$ cat src/arm_pkg.sv
// Shared types and constants for the ARP reply matcher.
package arm_pkg;

    localparam int POS_W = 6;
    typedef logic [POS_W-1:0] t_pos;

    localparam t_pos ETH_HDR_LEN = 6'd14;
    localparam t_pos MAC_LEN     = 6'd6;
    localparam t_pos SRC_END     = 6'd12;
    localparam t_pos TYPE_HI_POS = 6'd12;
    localparam t_pos TYPE_LO_POS = 6'd13;
    localparam t_pos OP_HI_POS   = ETH_HDR_LEN + 6'd6;
    localparam t_pos OP_LO_POS   = ETH_HDR_LEN + 6'd7;
    localparam t_pos IP_FIRST    = 6'd28;
    localparam t_pos IP_LAST     = 6'd31;
    localparam t_pos FRAME_LEN   = 6'd42;

    localparam logic [7:0] ETYPE_HI    = 8'h08;
    localparam logic [7:0] ETYPE_LO    = 8'h06;
    localparam logic [7:0] OP_REPLY_HI = 8'h00;
    localparam logic [7:0] OP_REPLY_LO = 8'h02;

    localparam int MAC_W    = 48;
    localparam int IP_W     = 32;
    localparam int APB_DW   = 64;
    localparam int PADDR_W  = 4;
    localparam int CFG_IDX_LSB = 3;

    localparam logic REG_OWN_MAC = 1'b0;
    localparam logic REG_EXP_IP  = 1'b1;

    typedef enum logic [2:0] {
        ST_MATCH     = 3'd0,
        ST_NOT_ARP   = 3'd1,
        ST_BAD_DEST  = 3'd2,
        ST_NOT_REPLY = 3'd3,
        ST_BAD_IP    = 3'd4,
        ST_SHORT     = 3'd5
    } t_status;

endpackage

$ cat src/arm_if.sv
// Stream interfaces for frame bytes in and match results out.
interface arm_in_if;
    logic       valid;
    logic       ready;
    logic [7:0] frame_byte;
    logic       frame_last;

    modport source (output valid, output frame_byte, output frame_last, input ready);
    modport sink   (input valid, input frame_byte, input frame_last, output ready);
endinterface

interface arm_out_if;
    import arm_pkg::*;
    logic             valid;
    logic             ready;
    logic [2:0]       status;
    logic [MAC_W-1:0] peer_mac;

    modport source (output valid, output status, output peer_mac, input ready);
    modport sink   (input valid, input status, input peer_mac, output ready);
endinterface

$ cat src/arp_reply_matcher.sv
// ARP reply matcher: per-byte frame checks with one status result per frame.
// Throughput: one frame byte accepted per cycle while no untaken result waits in the output register.
// The result appears in the output register in the cycle after the last beat is accepted.
// A byte stalls only while a finished result waits in the output register.
// Reset (i_rst_n low, synchronous) clears both registers, the byte counter,
// the mismatch flags, the captured source MAC and the output valid.
module arp_reply_matcher (
    input  logic                         i_clk,
    input  logic                         i_rst_n,
    arm_in_if.sink                       i_frame,
    arm_out_if.source                    o_result,
    input  logic                         psel,
    input  logic                         penable,
    input  logic                         pwrite,
    input  logic [arm_pkg::PADDR_W-1:0]  paddr,
    input  logic [arm_pkg::APB_DW-1:0]   pwdata,
    output logic [arm_pkg::APB_DW-1:0]   prdata,
    output logic                         pready
);
    import arm_pkg::*;

    logic [MAC_W-1:0] r_own_mac;
    logic [IP_W-1:0]  r_exp_ip;

    t_pos             r_pos,      n_pos;
    logic             r_type_mm,  n_type_mm;
    logic             r_dest_mm,  n_dest_mm;
    logic             r_op_mm,    n_op_mm;
    logic             r_addr_mm,  n_addr_mm;
    logic [MAC_W-1:0] r_src,      n_src;

    logic             r_out_valid;
    t_status          r_status,   n_status;
    logic [MAC_W-1:0] r_peer_mac;

    logic             w_in_fire;
    logic             w_cfg_wr;
    logic             w_cfg_idx;
    t_pos             w_dst_off;
    t_pos             w_src_off;
    t_pos             w_ip_off;
    logic [7:0]       w_b;

    assign pready    = 1'b1;
    assign w_cfg_idx = paddr[PADDR_W-1:CFG_IDX_LSB];
    assign w_cfg_wr  = psel && penable && pwrite && pready;

    always_comb begin
        case (w_cfg_idx)
            REG_OWN_MAC: prdata = APB_DW'(r_own_mac);
            REG_EXP_IP:  prdata = APB_DW'(r_exp_ip);
            default:     prdata = '0;
        endcase
    end

    assign i_frame.ready       = !r_out_valid || o_result.ready;
    assign w_in_fire           = i_frame.valid && i_frame.ready;
    assign o_result.valid      = r_out_valid;
    assign o_result.status     = r_status;
    assign o_result.peer_mac   = r_peer_mac;

    assign w_b       = i_frame.frame_byte;
    assign w_dst_off = (MAC_LEN - 6'd1) - r_pos;
    assign w_src_off = (SRC_END - 6'd1) - r_pos;
    assign w_ip_off  = IP_LAST - r_pos;

    // per-byte flag and capture update
    always_comb begin
        n_type_mm = r_type_mm;
        n_dest_mm = r_dest_mm;
        n_op_mm   = r_op_mm;
        n_addr_mm = r_addr_mm;
        n_src     = r_src;
        if (r_pos < MAC_LEN) begin
            if (r_own_mac[{w_dst_off[2:0], 3'b000} +: 8] != w_b) begin
                n_dest_mm = 1'b1;
            end
        end else if (r_pos < SRC_END) begin
            n_src[{w_src_off[2:0], 3'b000} +: 8] = w_b;
        end else if (r_pos == TYPE_HI_POS) begin
            if (w_b != ETYPE_HI) n_type_mm = 1'b1;
        end else if (r_pos == TYPE_LO_POS) begin
            if (w_b != ETYPE_LO) n_type_mm = 1'b1;
        end else if (r_pos == OP_HI_POS) begin
            if (w_b != OP_REPLY_HI) n_op_mm = 1'b1;
        end else if (r_pos == OP_LO_POS) begin
            if (w_b != OP_REPLY_LO) n_op_mm = 1'b1;
        end else if (r_pos inside {[IP_FIRST:IP_LAST]}) begin
            if (r_exp_ip[{w_ip_off[1:0], 3'b000} +: 8] != w_b) begin
                n_addr_mm = 1'b1;
            end
        end

        n_pos = (r_pos < FRAME_LEN) ? r_pos + 6'd1 : r_pos;

        if (n_pos < FRAME_LEN) begin
            n_status = ST_SHORT;
        end else if (n_type_mm) begin
            n_status = ST_NOT_ARP;
        end else if (n_dest_mm) begin
            n_status = ST_BAD_DEST;
        end else if (n_op_mm) begin
            n_status = ST_NOT_REPLY;
        end else if (n_addr_mm) begin
            n_status = ST_BAD_IP;
        end else begin
            n_status = ST_MATCH;
        end
    end

    always_ff @(posedge i_clk) begin
        if (!i_rst_n) begin
            r_own_mac   <= '0;
            r_exp_ip    <= '0;
            r_pos       <= '0;
            r_type_mm   <= 1'b0;
            r_dest_mm   <= 1'b0;
            r_op_mm     <= 1'b0;
            r_addr_mm   <= 1'b0;
            r_src       <= '0;
            r_out_valid <= 1'b0;
            r_status    <= ST_MATCH;
            r_peer_mac  <= '0;
        end else begin
            if (w_cfg_wr) begin
                case (w_cfg_idx)
                    REG_OWN_MAC: r_own_mac <= pwdata[MAC_W-1:0];
                    REG_EXP_IP:  r_exp_ip  <= pwdata[IP_W-1:0];
                    default: ;
                endcase
            end

            if (w_in_fire && i_frame.frame_last) begin
                r_out_valid <= 1'b1;
            end else if (o_result.ready) begin
                r_out_valid <= 1'b0;
            end

            if (w_in_fire) begin
                if (i_frame.frame_last) begin
                    r_pos        <= '0;
                    r_type_mm    <= 1'b0;
                    r_dest_mm    <= 1'b0;
                    r_op_mm      <= 1'b0;
                    r_addr_mm    <= 1'b0;
                    r_src        <= '0;
                    r_status     <= n_status;
                    r_peer_mac   <= n_src;
                end else begin
                    r_pos     <= n_pos;
                    r_type_mm <= n_type_mm;
                    r_dest_mm <= n_dest_mm;
                    r_op_mm   <= n_op_mm;
                    r_addr_mm <= n_addr_mm;
                    r_src     <= n_src;
                end
            end
        end
    end

endmodule

$ cat src/flat_wrapper.sv
// flat-port wrapper written by rule: the top's interface ports become plain ports
module arp_reply_matcher_flat import arm_pkg::*;
  (i_clk, i_rst_n, psel, penable, pwrite, paddr, pwdata, prdata, pready, i_frame_valid, i_frame_frame_byte, i_frame_frame_last, i_frame_ready, o_result_valid, o_result_status, o_result_peer_mac, o_result_ready);
  arm_in_if i_frame_i ();
  arm_out_if o_result_i ();
  input  logic i_clk;
  input  logic i_rst_n;
  input  logic psel;
  input  logic penable;
  input  logic pwrite;
  input  logic [arm_pkg::PADDR_W-1:0] paddr;
  input  logic [arm_pkg::APB_DW-1:0] pwdata;
  output logic [arm_pkg::APB_DW-1:0] prdata;
  output logic pready;
  input wire logic [$bits(i_frame_i.valid)-1:0] i_frame_valid;
  input wire logic [$bits(i_frame_i.frame_byte)-1:0] i_frame_frame_byte;
  input wire logic [$bits(i_frame_i.frame_last)-1:0] i_frame_frame_last;
  output wire logic [$bits(i_frame_i.ready)-1:0] i_frame_ready;
  output wire logic [$bits(o_result_i.valid)-1:0] o_result_valid;
  output wire logic [$bits(o_result_i.status)-1:0] o_result_status;
  output wire logic [$bits(o_result_i.peer_mac)-1:0] o_result_peer_mac;
  input wire logic [$bits(o_result_i.ready)-1:0] o_result_ready;
  assign i_frame_i.valid = i_frame_valid;
  assign i_frame_i.frame_byte = i_frame_frame_byte;
  assign i_frame_i.frame_last = i_frame_frame_last;
  assign i_frame_ready = i_frame_i.ready;
  assign o_result_valid = o_result_i.valid;
  assign o_result_status = o_result_i.status;
  assign o_result_peer_mac = o_result_i.peer_mac;
  assign o_result_i.ready = o_result_ready;
  arp_reply_matcher u_core (.i_clk(i_clk), .i_rst_n(i_rst_n), .i_frame(i_frame_i), .o_result(o_result_i), .psel(psel), .penable(penable), .pwrite(pwrite), .paddr(paddr), .pwdata(pwdata), .prdata(prdata), .pready(pready));
endmodule
$ cat config.mk
export PLATFORM = sky130hd
export DESIGN_NAME = arp_reply_matcher_flat
export DESIGN_NICKNAME = d
export VERILOG_FILES = /design/src/arm_pkg.sv /design/src/arm_if.sv /design/src/arp_reply_matcher.sv /design/src/flat_wrapper.sv
export SDC_FILE = /design/constraint.sdc
export NUM_CORES = 1
export LEC_CHECK = 0
export BUFFER_PORTS_ARGS = -buffer_cell sky130_fd_sc_hd__clkbuf_2
export CAP_MARGIN = 10
export CORE_AREA = 2 2 136 138
export DETAILED_ROUTE_END_ITERATION = 12
export DIE_AREA = 0 0 138 140
export PLACE_DENSITY = 0.78
export SYNTH_ARGS = -nofsm -noshare
export SYNTH_HDL_FRONTEND = slang
export SYNTH_SLANG_ARGS = --single-unit
$ cat constraint.sdc
create_clock -name i_clk -period 2.8 [get_ports i_clk]
set_input_delay 0.56 -clock i_clk [delete_from_list [all_inputs] [get_ports i_clk]]
set_output_delay 0.56 -clock i_clk [all_outputs]
set_load 0.01 [all_outputs]
==> impl_metrics.ini, run 1 <==
[timing]
setup_slack_ns = 0.2738
min_period_ns = 2.526
rsz0062_at_grt = no
max_freq_mhz = 395.9
finalCritPeriodShare_pct = 90.22
slew_viol_final = 0
tightest_slew_ns = 0.9863
fin_setup_tns_ns = 0
relSlewSlack_pct = 34.11
setup_viol = 0
finalHoldViolCount = 0
skew_ns = 0.01362

[cts]
path_clk_slew_ns = 0.07
cts.htree.levels = 4
cts_sinks = 190
clkLatencyLatePin_ns = 0.44
cts_hold_buf = 0
postCtsSetupBuffers = 0
cts_root_buf = clkbuf_16
max-clock-path-buffers = 2
numCtsBuffers = 17
cts-resized-gates = 0
cts_tree = done

[global_routing]
antenna_found_initial = 0
grt-ovfl-total = 0
track_usage_pct = 25.51
grt_max_degree = 117
grt_pass1_vias = 7761
grt_pass1_wl_um = 40180

[floorplan]
pin_count = 202
die_height_um = 140
start_util_pct = 54.26
fp-row-count = 49
coreArea_mm2 = 0.01778
die_w_um = 138
dieArea_mm2 = 0.01932

[yosys]
synthCells = 1107
synth_largest_area_cell = dfxtp_1
yosysSeqAreaShare_pct = 39.43
synth.cell_area_mm2 = 0.009647
yosysUniqueCellTypes = 59
synth_top_area_share_pct = 39.43
synth_ff_type = dfxtp_1
synth_edf_count = 0
async_flop_share_pct = 0
synth-seq-cells = 190
synth_warnings = 0
synth.avg_cell_area_um2 = 8.714
netlist_top_cells_area = dfxtp_1 (39%), nand2_1 (8.4%), a21boi_0 (6.5%)

[min_path]
hp-class = in -> reg

[placed_design]
gp_congestion = 0.8471
preCtsSetupSlack_ns = 0.3583
dp_hpwl_um = 17230
dpl-instance-area_mm2 = 0.01056
io_buffers = 165

[critical_path]
arrival_ns = 2.84
critPathLaunchType = register
criticalPathCategory = reg -> reg
crit_required_ns = 3.11
crit_fanout = 9
reg2reg_slack_ns = 0.27
end_kind = register

[routing]
viasPerCell = 5.748
dr.pass1.iters = 6
wl_um = 25120
ant_nets = 0
first_iter_violations = 620
wl_per_cell_um = 17.12
post-route-drc-count = 0
via_count = 8433

[power_and_ir_drop]
leakagePower_nw = 4.594
power_density_mw_per_mm2 = 524.6
peakVddDrop_mv = 0.4051

[final_layout]
stdcell_area_mm2 = 0.01113
antenna_cells = 0
nets = 1316
fillers = 1523
synthToLayoutAreaGrowth_pct = 15.33
drive_gt1_share_pct = 22.94

[flow_run]
maxCapViolations = 0

[run_status]
status = completed
==> where the power goes <==
group          internal, mW  switching (mW)  total, mW
Clock                  1.20            1.15       2.35
Sequential             2.77          0.0462       2.82
Combinational         0.273           0.394      0.667
==> layer usage <==
layer,routed length [um],vias to the layer above,GRT usage (%)
met1,10660,4032,33.00
met2,12090,300,42.52
met4,830,0,10.26
met3,1540,50,4.513
met5,0,-,0
li1,-,4051,-
==> worst paths after layout <==
check | start | endpoint | depth (start not counted)
worst max-delay path | u_core.r_pos[0] | u_core.o_result.status[2] | 8
worst min register to register | u_core.r_own_mac[42] | u_core.r_own_mac[42] | 2
worst min-delay path | pwdata[37] | u_core.r_own_mac[37] | 3
worst max register to register | u_core.r_pos[0] | u_core.o_result.status[2] | 8
==> cells in the final DEF (no fill, tap or decap), types with 19 or more instances in the layout <==
cell	Yosys	final
mux2i_1	40	40
a21boi_0	83	83
a22oi_1	44	44
nand3_1	45	45
xnor2_1	19	19
dfxtp_1	190	189
buf_4	22	29
nand2_1	216	216
nor2_1	29	27
mux2_2	32	32
clkbuf_2	0	164
nor2b_1	74	74
o211a_1	39	39
==> cells in the mapped netlist (all sizes together), types with 2 or more instances <==
master and count:
mux2 32, conb 2, o211a 39, buf 46
a22oi 44, inv 4, a211oi 3, nor4 4
a31o 2, mux4 8, nand2 217, nand4 4
a21boi 83, and3 17, and2 14, a21oi 6
nand3 45, clkbuf 68, nor2b 74, mux2i 40
ha 7, o21ai 24, a32oi 2, xor2 8
o22ai 13, dfxtp 190, nand2b 7, nor3 10
xnor2 19, nor2 31, or3 9, a311oi 9
nor3b 15
==> area by class of cell <==
| class | count | area, um^2 | area share (%) |
|---|---|---|---|
| multi-input combinational | 814 | 5313 | 47.75 |
| sequential | 190 | 3805 | 34.20 |
| timing repair buffer | 198 | 1139 | 10.23 |
| clock buffer | 19 | 442.9 | 3.981 |
| tap | 229 | 286.5 | 2.575 |
| clock inverter | 13 | 125.1 | 1.125 |
| inverter | 4 | 15.01 | 0.1350 |
==> per-stage QoR <==
step | power (mW) | std cells | utilization [%] | hold WS, ns
finish | 5.836 | 1467 | 62.58 | 0.3515
global route | 6.043 | 1467 | 62.58 | 0.3596
CTS | 5.850 | 1467 | 62.58 | 0.3416
detailed placement | 3.544 | 1435 | 59.38 | 0.4555
global placement | 3.534 | 1435 | 59.38 | 0.4455
floorplan | 3.315 | 1122 | - | 0.4364
==> logic make-up after synthesis <==
| logic type | synth area share, % |
|---|---|
| other | 0.07785 |
| and+or+nand+nor | 22.80 |
| AOI/OAI and AO/OA | 18.38 |
| muxes | 9.754 |
| buffers and inverters | 6.200 |
| xor gates and xnor gates | 2.451 |
| adders and majority gates | 0.9079 |
| DFF | 39.43 |
==> state kept, by name, indices dropped and copies added (netlist names) <==
signal	cells
u_core.o_result.peer_mac	48
u_core.o_result.valid	1
u_core.r_dest_mm	1
u_core.r_exp_ip	32
u_core.r_own_mac	48
u_core.r_type_mm	1
u_core.o_result.status	3
u_core.r_src	48
u_core.r_pos	6
u_core.r_addr_mm	1
u_core.r_op_mm	1
==> worst max-delay path, stage by stage (launching register included) <==
cell and delay [ns]:
dfxtp_1 0.38, buf_4 0.26, mux4_2 0.57, xor2_1 0.16, nor4_1 0.47, a21oi_1 0.16, nor2_1 0.19, or3_1 0.14
o22ai_2 0.06
No activity file was read; power rests on OpenSTA's default activity.
==> run 2: changes to the inputs <==
--- a/config.mk
+++ b/config.mk
@@ -10,6 +10,7 @@
 export CORE_AREA = 2 2 136 138
 export DETAILED_ROUTE_END_ITERATION = 12
 export DIE_AREA = 0 0 138 140
+export GPL_TIMING_DRIVEN = 0
 export PLACE_DENSITY = 0.78
 export SYNTH_ARGS = -nofsm -noshare
 export SYNTH_HDL_FRONTEND = slang
==> run 2 against run 1 <==
  * Power is 2.0% higher
  * Sequential power hardly changed
  * Utilization is 1.4 points higher
  * First-iteration DRC count is 23% higher
  * Non-clock buffer count is 73 higher
  * Largest cell class unchanged
==> impl_metrics.ini, run 2 (same netlist as run 1, synthesis figures left out) <==
[run_status]
status = completed

[timing]
slew_viol_final = 0
max_freq_mhz = 371.8
whs_ns = 0.3502
relSlewSlack_pct = 45.38
skew_ns = 0.01850
tightest_slew_ns = 0.8193
min_period_ns = 2.690
fin_setup_tns_ns = 0
rsz0062_at_grt = no
finalHoldViolCount = 0
finalCritPeriodShare_pct = 96.06
setup_viol = 0

[routing]
first_iter_violations = 760
ant_nets = 0
post-route-drc-count = 0
viasPerCell = 5.729
via_count = 8823
wl_per_cell_um = 18.08
wl_um = 27850
dr.pass1.iters = 5

[power_and_ir_drop]
p_total_mw = 5.950
p_seq_share_pct = 47.4
peakVddDrop_mv = 0.3989
pwr-share-comb_pct = 11.9
switching_share_pct = 27.57
clkPwrFrac_pct = 40.7
switchingPower_mw = 1.641
power_density_mw_per_mm2 = 523.4
leakagePower_nw = 4.698
power.internal_mw = 4.310

[final_layout]
nets = 1389
synthToLayoutAreaGrowth_pct = 17.85
final-seq-area_mm2 = 0.003804
multi_input_area_mm2 = 0.005310
fillers = 1555
post-route-util_pct = 63.94
fin_cells = 1540
antenna_cells = 0
mostFrequentLayoutCells = nand2_1 (216), dfxtp_1 (190), clkbuf_2 (160), a21boi_0 (83), nor2b_1 (74)
final_common_cell = nand2_1
drive_gt1_share_pct = 21.51

[critical_path]
crit_required_ns = 3.12
arrival_ns = 3.01
max_stage_delay_ns = 0.47
path_cells = buf_6 -> inv_1 -> ha_1 -> nand2b_1 -> nor2_1 -> and3_1 -> buf_2 -> clkbuf_4 -> nor2b_1 -> a311oi_1 -> nor3b_1
end_kind = register
criticalPathCategory = reg -> reg
crit_fanout = 17
cp_slowest_cell = dfxtp_1
critPathLaunchType = register

[global_routing]
grt_max_degree = 19
grt-ovfl-total = 0
grt_pass1_wl_um = 43730
track_usage_pct = 28.28
antenna_found_initial = 0
grt_pass1_vias = 8134

[cts]
cts_root_buf = clkbuf_16
numCtsBuffers = 17
clkLatencyLatePin_ns = 0.44
max-clock-path-buffers = 2
cts_hold_buf = 0
path_clk_slew_ns = 0.07
cts_tree = done
cts_sinks = 190
cts.htree.levels = 4

[flow_run]
maxCapViolations = 0

[floorplan]
start_util_pct = 54.26
dieArea_mm2 = 0.01932
die_w_um = 138
fp-row-count = 49
pin_count = 202
coreArea_mm2 = 0.01778
die_height_um = 140

[placed_design]
dp_hpwl_um = 20500
gp_congestion = 0.9328
io_buffers = 159
dp.cells = 1510

[min_path]
hp-class = in -> reg
[run 2: path summary, 6_finish.rpt]
path	start	cells past startpoint	slack [ns]	to
worst max-delay path	u_core.r_pos[1]	11	0.11	u_core.o_result.peer_mac[39]
worst min-delay path	pwdata[40]	3	0.35	u_core.r_own_mac[40]
worst min register to register	u_core.r_src[39]	2	0.47	u_core.r_src[39]
worst max register to register	u_core.r_pos[1]	11	0.11	u_core.o_result.peer_mac[39]
[run 2: power by group through the flow]
| stage | Clock, mW | Sequential, mW | Combinational (mW) |
|---|---|---|---|
| after floorplan | 0 | 2.89 | 0.424 |
| after global placement | 0 | 2.88 | 0.687 |
| after detailed placement | 0 | 2.88 | 0.696 |
| after CTS | 2.43 | 2.82 | 0.701 |
| after global routing | 2.54 | 2.83 | 0.766 |
| final | 2.42 | 2.82 | 0.710 |
[run 2: what timing repair did]
item / 4_1_cts / 5_1_grt
setup endpoints to repair: 48 / 3
resized for setup: 3 / 1
setup buffers: 0 / 0
gates cloned: 0 / 0
[run 2: layout make-up]
cell class,count,area share (%)
Multi-Input combinational cell,814,46.71
Sequential cell,190,33.46
Timing Repair Buffer,159,7.000
Buffer,112,5.096
Clock buffer,17,3.742
Tap cell,229,2.520
Clock inverter,15,1.343
Inverter,4,0.1321
[run 2: worst max-delay path: cells and delay by family (launching register included)]
| kind | cells | cell delay (ns) |
|---|---|---|
| buf+inv | 4 | 0.79 |
| simple gates | 5 | 0.68 |
| flops | 1 | 0.47 |
| fa+ha+maj | 1 | 0.37 |
| compound gates | 1 | 0.27 |
[run 2: metal layers]
layer,share of wire [%],up-vias,global-route usage [%]
met4,3.1,0,10.90
met3,7.6,67,5.333
met2,47,376,46.17
li1,-,4182,-
met1,42,4198,37.37
met5,0,-,0
[run 2: stage by stage]
stage	worst slack, ns	cell area (um^2)
6_report	0.1103	11370
5_1_grt	0.002853	11370
4_1_cts	0.1566	11370
3_5_place_dp	-0.3388	10790
3_3_place_gp	-0.3024	10790
2_1_floorplan	0.3729	9703
